**src/rtl/gdfr_pkg.sv**
```systemverilog
// Shared constants, codes and handshake types for the depth-first reach block.
// No dependencies; imported by the controller, the datapath and the top level.
`default_nettype none

package gdfr_pkg;

    localparam int MaxVertices = 64;
    localparam int MaxEdges    = 1024;
    localparam int VtxW        = $clog2(MaxVertices);
    localparam int CntW        = VtxW + 1;
    localparam int EdgeAw      = $clog2(MaxEdges);
    localparam int EdgeCntW    = EdgeAw + 1;
    localparam int LvlW        = 7;

    localparam logic [LvlW-1:0] NoneVal = '1;

    typedef enum logic [1:0] {
        CMD_CLEAR      = 2'd0,
        CMD_ADD        = 2'd1,
        CMD_SEARCH_ONE = 2'd2,
        CMD_SEARCH_ALL = 2'd3
    } t_cmd_code;

    typedef enum logic [1:0] {
        STAT_OK    = 2'd0,
        STAT_FULL  = 2'd1,
        STAT_RANGE = 2'd2
    } t_status;

    typedef enum logic [3:0] {
        DP_NOP,
        DP_CLEAR,
        DP_ADD,
        DP_BAD,
        DP_INIT,
        DP_PLANT,
        DP_NEXT,
        DP_POP,
        DP_LOADU,
        DP_HEAD,
        DP_EDGE,
        DP_RDRES,
        DP_LOADOUT,
        DP_NEXTI
    } t_dp_op;

    typedef struct packed {
        t_dp_op op;
        logic   take;
    } t_dp_cmd;

    typedef struct packed {
        t_cmd_code cmd;
        logic      bad_start;
        logic      root_end;
        logic      root_seen;
        logic      stack_empty;
        logic      u_ok;
        logic      edge_last;
        logic      out_last;
        logic      out_taken;
    } t_dp_stat;

endpackage

`default_nettype wire

```
**src/rtl/gdfr_ctrl.sv**
```systemverilog
// Sequencer for the depth-first reach block: decodes items and steps the walk.
// Depends on gdfr_pkg; drives the datapath by command and reads its status.
`default_nettype none

module gdfr_ctrl
    import gdfr_pkg::*;
(
    input  wire logic     i_clk,
    input  wire logic     i_rst_n,
    input  wire logic     i_valid,
    output logic          o_stall,
    output t_dp_cmd       o_cmd,
    input  wire t_dp_stat i_stat
);

    typedef enum logic [3:0] {
        S_IDLE,
        S_DECODE,
        S_PLANT,
        S_SCAN,
        S_POP,
        S_LOADU,
        S_HEAD,
        S_EDGE,
        S_RD,
        S_RES,
        S_WAIT
    } t_state;

    t_state r_state, n_state;
    logic   r_stall;
    t_dp_op w_op;

    always_comb begin
        n_state = r_state;
        w_op    = DP_NOP;
        case (r_state)
            S_IDLE: begin
                if (i_valid) n_state = S_DECODE;
            end
            S_DECODE: begin
                case (i_stat.cmd)
                    CMD_CLEAR: begin
                        w_op    = DP_CLEAR;
                        n_state = S_WAIT;
                    end
                    CMD_ADD: begin
                        w_op    = DP_ADD;
                        n_state = S_WAIT;
                    end
                    CMD_SEARCH_ONE: begin
                        if (i_stat.bad_start) begin
                            w_op    = DP_BAD;
                            n_state = S_WAIT;
                        end else begin
                            w_op    = DP_INIT;
                            n_state = S_PLANT;
                        end
                    end
                    default: begin
                        w_op    = DP_INIT;
                        n_state = S_SCAN;
                    end
                endcase
            end
            S_PLANT: begin
                w_op    = DP_PLANT;
                n_state = S_POP;
            end
            S_SCAN: begin
                if (i_stat.root_end) begin
                    n_state = S_RD;
                end else if (i_stat.root_seen) begin
                    w_op = DP_NEXT;
                end else begin
                    w_op    = DP_PLANT;
                    n_state = S_POP;
                end
            end
            S_POP: begin
                if (i_stat.stack_empty) begin
                    if (i_stat.cmd == CMD_SEARCH_ALL) begin
                        w_op    = DP_NEXT;
                        n_state = S_SCAN;
                    end else begin
                        n_state = S_RD;
                    end
                end else begin
                    w_op    = DP_POP;
                    n_state = S_LOADU;
                end
            end
            S_LOADU: begin
                w_op    = DP_LOADU;
                n_state = i_stat.u_ok ? S_HEAD : S_POP;
            end
            S_HEAD: begin
                w_op    = DP_HEAD;
                n_state = S_EDGE;
            end
            S_EDGE: begin
                w_op = DP_EDGE;
                if (i_stat.edge_last) n_state = S_POP;
            end
            S_RD: begin
                w_op    = DP_RDRES;
                n_state = S_RES;
            end
            S_RES: begin
                w_op    = DP_LOADOUT;
                n_state = S_WAIT;
            end
            S_WAIT: begin
                if (i_stat.out_taken) begin
                    if (i_stat.out_last) begin
                        n_state = S_IDLE;
                    end else begin
                        w_op    = DP_NEXTI;
                        n_state = S_RD;
                    end
                end
            end
            default: n_state = S_IDLE;
        endcase
    end

    always_ff @(posedge i_clk) begin
        if (!i_rst_n) begin
            r_state <= S_IDLE;
            r_stall <= 1'b0;
        end else begin
            r_state <= n_state;
            r_stall <= (n_state != S_IDLE);
        end
    end

    assign o_stall     = r_stall;
    assign o_cmd.op    = w_op;
    assign o_cmd.take  = (r_state == S_IDLE) && i_valid;

`ifndef ASSERT_OFF
    a_stall_state: assert property (@(posedge i_clk) disable iff (!i_rst_n)
        r_stall == (r_state != S_IDLE))
        else $error("stall out of step with state");
    a_take_decode: assert property (@(posedge i_clk) disable iff (!i_rst_n)
        o_cmd.take |=> r_state == S_DECODE)
        else $error("accepted item not decoded");
    a_wait_hold: assert property (@(posedge i_clk) disable iff (!i_rst_n)
        (r_state == S_WAIT && !i_stat.out_taken) |=> r_state == S_WAIT)
        else $error("result left before taken");
`endif

endmodule

`default_nettype wire

```
**config.mk**
```make
export PLATFORM = sky130hd
export DESIGN_NAME = gdfr_ctrl
export DESIGN_NICKNAME = d
export VERILOG_FILES = /design/src/rtl/gdfr_pkg.sv /design/src/rtl/gdfr_ctrl.sv
export SDC_FILE = /design/constraint.sdc
export NUM_CORES = 1
export LEC_CHECK = 0
export BUFFER_PORTS_ARGS = -buffer_cell sky130_fd_sc_hd__buf_2
export CAP_MARGIN = 20
export CORE_MARGIN = 2
export CORE_UTILIZATION = 40
export CTS_CLUSTER_SIZE = 14
export DETAILED_ROUTE_END_ITERATION = 10
export PLACE_DENSITY_LB_ADDON = 0.1
export SYNTH_ARGS = -nofsm -noshare
export SYNTH_HDL_FRONTEND = slang
export SYNTH_SLANG_ARGS = --single-unit
```
**constraint.sdc**
```tcl
create_clock -name i_clk -period 2.21 [get_ports i_clk]
set_clock_uncertainty 0.2 [all_clocks]
set_input_delay 0.663 -clock i_clk [delete_from_list [all_inputs] [get_ports i_clk]]
set_output_delay 0.663 -clock i_clk [all_outputs]
set_load 0.05 [all_outputs]
```
======== Yosys cells after proc, flatten, opt, wreduce, memory -nomap -nowiden ========
Index checks and enable logic that the tools add are counted.
cells by class
  reductions and logical operators ........ 5
  equal/unequal tests ..................... 13
  mux-type cells .......................... 21
operator list
  operator            count
  $mux 4              12
  $pmux 4 s11         1
  $pmux 4 s10         1
  $eq 4x3->1 const B  4
  $eq 4x4->1 const B  3
  $mux 3              3
  $pmux 3 s3          1
  $eq 4x2->1 const B  2
  $pmux 4 s2          1
  $eq 2x2->1 const B  2
  $eq 4x1->1 const B  1
  $logic_not 4->1     1
  $mux 2              2
  $reduce_bool 4->1   1
  $eq 2x1->1 const B  1
  $logic_not 2->1     1
  $reduce_or 2->1     1
  $logic_and 1x1->1   1
storage, ports and cells
  input bits .............................. 13
  output and inout port bits .............. 6
  logic and storage cells ................. 41
  register bits after elaboration ......... 5

======== Logic depth before layout (Yosys ltp) ========
  depth after elaboration ................. 5
  depth in mapped cells ................... 6
  depth with buffers taken out ............ 5

======== Least setup slack after synthesis ========
No wires, ideal clock.
  path kind ............................... input -> output
  start point ............................. in i_stat[4] in the netlist's numbering
  end point ............................... out o_cmd[3] in the netlist's numbering
  arrival time ............................ 1837 ps
  path buffers ............................ 0
  slack ................................... -490 ps
  stages on the path ...................... 5
  data required time ...................... 1347 ps
  cells stage by stage .................... inv_1 -> a21oi_1 -> nor3_1 -> a32oi_1 -> o211ai_1
RTL lines
  item                line             source
  start: declaration  gdfr_ctrl.sv:13  input wire t_dp_stat i_stat
  end: declaration    gdfr_ctrl.sv:12  output t_dp_cmd o_cmd,

==> flow_metrics.tcl <==
set metrics [dict create \
    antenna_found_initial 0 \
    stdcell_count 135 \
    utilization_pct 72.1 \
    avgRoutedWirePerCell_um 13.6 \
    start_util_pct 44.2 \
    synth_top_cell_by_area "dfxtp_1" \
    syn-cell-area_um2 597 \
    placed_area_um2 838 \
    overflow 0 \
    yosysWarningCount 0 \
    status "finished with violations" \
    cp-end-kind "output pin" \
    wirelength_um 1830 \
    die_w_um 42.6 \
    path_max_fanout 3 \
    dp_cells 129 \
    worst_pin_slew_ps 362 \
    cp-start-kind "flop" \
    worstReg2RegStart "r_state[3]$_SDFF_PN0_" \
    ir_drop_uv 942 \
    syn_to_final_growth_pct 63.1 \
    final_cell_area_um2 973 \
    yosys_most_used_dff "dfxtp_1" \
    worstHoldStart "i_rst_n" \
    total_power_mw 1.08 \
    syn_nets 97 \
    arrival_ps 1610 \
    worstSkewPairLatency_ps 260 \
    slew_viol_final 0 \
    hold_ws_ps 416 \
    cts_buffers 3 \
    core-area_um2 1350 \
    r2r_cells 6 \
    yosysTopAreaCellShare_pct 16.8 \
    drive_above_1_share_pct 49.2 \
    slowest_stage "or4b_4" \
    p_leak_nw 0.399 \
    ys_types 38 \
    timing.rr.end "o_stall$_SDFF_PN0_" \
    crit_chain "nor2b_4, nand2_2, or4b_4, o211ai_1, buf_4" \
    layout_commonest_cell "buf_4" \
    post-place-ws_ps -374 \
    cts.clk_slew.worst_paths_ps 40 \
    rsz0062_at_grt "yes" \
    pin_count 19 \
    hold_buffers 0 \
    root_buffer "clkbuf_4" \
    num_rows 13 \
    synth.area.top_cells "dfxtp_1 (17%), a21oi_1 (7.5%), nand2b_1 (6.3%)" \
    gp_congestion 0.855 \
    viasPerCell 5.69 \
    violations "setup timing" \
    hold_path_depth 2 \
    crit_path_max_incr_delay_ps 500 \
    synth_area_per_cell_um2 7.11 \
    fmax_mhz 404 \
    async_flop_share_pct 0 \
    port_buffers 18 \
    relSlewSlack_pct 75.6 \
    diodes 0 \
    fin_tns_setup_ps -890 \
    min_period_over_period_pct 112 \
    grt_max_degree 16 \
    grt_pass1_vias 695 \
    critical_path_class "flop to output pin" \
    cts_tree "built" \
    cts_buffer_depth 2 \
    h-tree-depth 1 \
    synth_edf_count 0 \
    final_cell_mix "buf_4 (20), buf_2 (12), nor2_1 (7), a21oi_1 (7), nand2b_1 (6)" \
    num-fill-cells 114 \
    ys_seq_area_share_pct 16.8 \
    synthCells 84 \
    ys_ff_latch 5 \
    setup_viol 4 \
    layout_setup_ws_ps -268 \
    drt_iter0_drc 23 \
    post-route-min-period_ps 2480 \
    grt.total_usage_pct 23.5 \
    min-delay-path-class "primary input to flop" \
    first_pass_iters 4 \
    place_hpwl_um 1410 \
    grt_pass1_wl_um 3100 \
    ant_nets 0 \
    vias 768 \
    die-area_um2 1820 \
    route.detailed.drc 0 \
    ff2ff_setup_slack_ps 400 \
    hold_viol_final 0 \
    die_height_um 42.6 \
    powerDensity_nw_per_um2 1110 \
    holdPathEnd "r_state[2]$_SDFF_PN0_" \
    max_cap_violations 0 \
    cts.sink_count 5 \
    cp.required_ps 1350 \
    nets 134 \
]
-- worst max path at each step --
stage	startpoint	end	slack [ps]	depth (start not counted)
after floorplan	i_stat[4]	o_cmd[3]	-430	5
after CTS	r_state[1]$_SDFF_PN0_	o_cmd[3]	-270	5
after detailed placement	i_stat[4]	o_cmd[3]	-370	7
final	r_state[1]$_SDFF_PN0_	o_cmd[3]	-270	5
after global routing	r_state[1]$_SDFF_PN0_	o_cmd[3]	-330	5
after global placement	i_stat[1]	o_cmd[3]	-360	4
-- per-layer routing --
metal / wire length, µm / vias to the layer above / global-route usage, %
li1: - / 382 / -
met4: 64 / 0 / 18.8
met5: 0 / - / 0
met2: 840 / 28 / 34.5
met1: 817 / 354 / 28.6
met3: 111 / 4 / 5.60
-- sequential cells by signal, indices dropped and copies added, names as in the netlist --
signal,flops
o_stall,1
r_state,4
-- what timing repair did --
item | CTS | global route
buffers inserted | 0 | 2
gates resized for setup | 20 | 7
endpoints found under the setup margin | 5 | 5
pin swaps | 2 | 3
-- area by class of cell --
cell class / count / area [µm²] / share of cell area [%]
multi-input cells: 70 / 510 / 52.4
repair buffers: 38 / 285 / 29.3
flip-flops and latches: 5 / 105 / 10.8
inverters: 3 / 27.5 / 2.83
clock buffers: 4 / 26.3 / 2.70
well taps: 15 / 18.8 / 1.93
-- cells in the mapped netlist (all sizes together), types with 2 or more instances --
master and instances:
a21oi 9, nor2 8, nand2b 7, buf 5, dfxtp 5, nor3 5
nand2 4, nand3b 4, nor2b 4, o21ai 4, inv 3, a32oi 2
nand4 2, nor3b 2, o211ai 2
-- logic make-up (layout without fill, tap and decap cells) --
family                 count (synthesis)  count (layout)  synth area share (%)
AO/OA/AOI/OAI                         24              24                  26.2
flip-flops                             5               5                  16.8
buffers and inverters                  9              45                  7.76
AND/OR/NAND/NOR                       45              45                  47.8
XOR/XNOR                               1               1                  1.47
-- power by group --
group	internal (mW)	leakage, nW	switching (mW)
Clock	0.0686	0.0150	0.0436
Sequential	0.124	0.0428	0.0284
Combinational	0.344	0.341	0.472
-- critical path, delay by kind of cell, from the launching register on --
kind	cells	cell delay [ps]
AOI/OAI and AO/OA	1	100
buffers and inverters	1	220
DFF	1	320
and+or+nand+nor	3	700
Power figures use the tool's default switching activity.
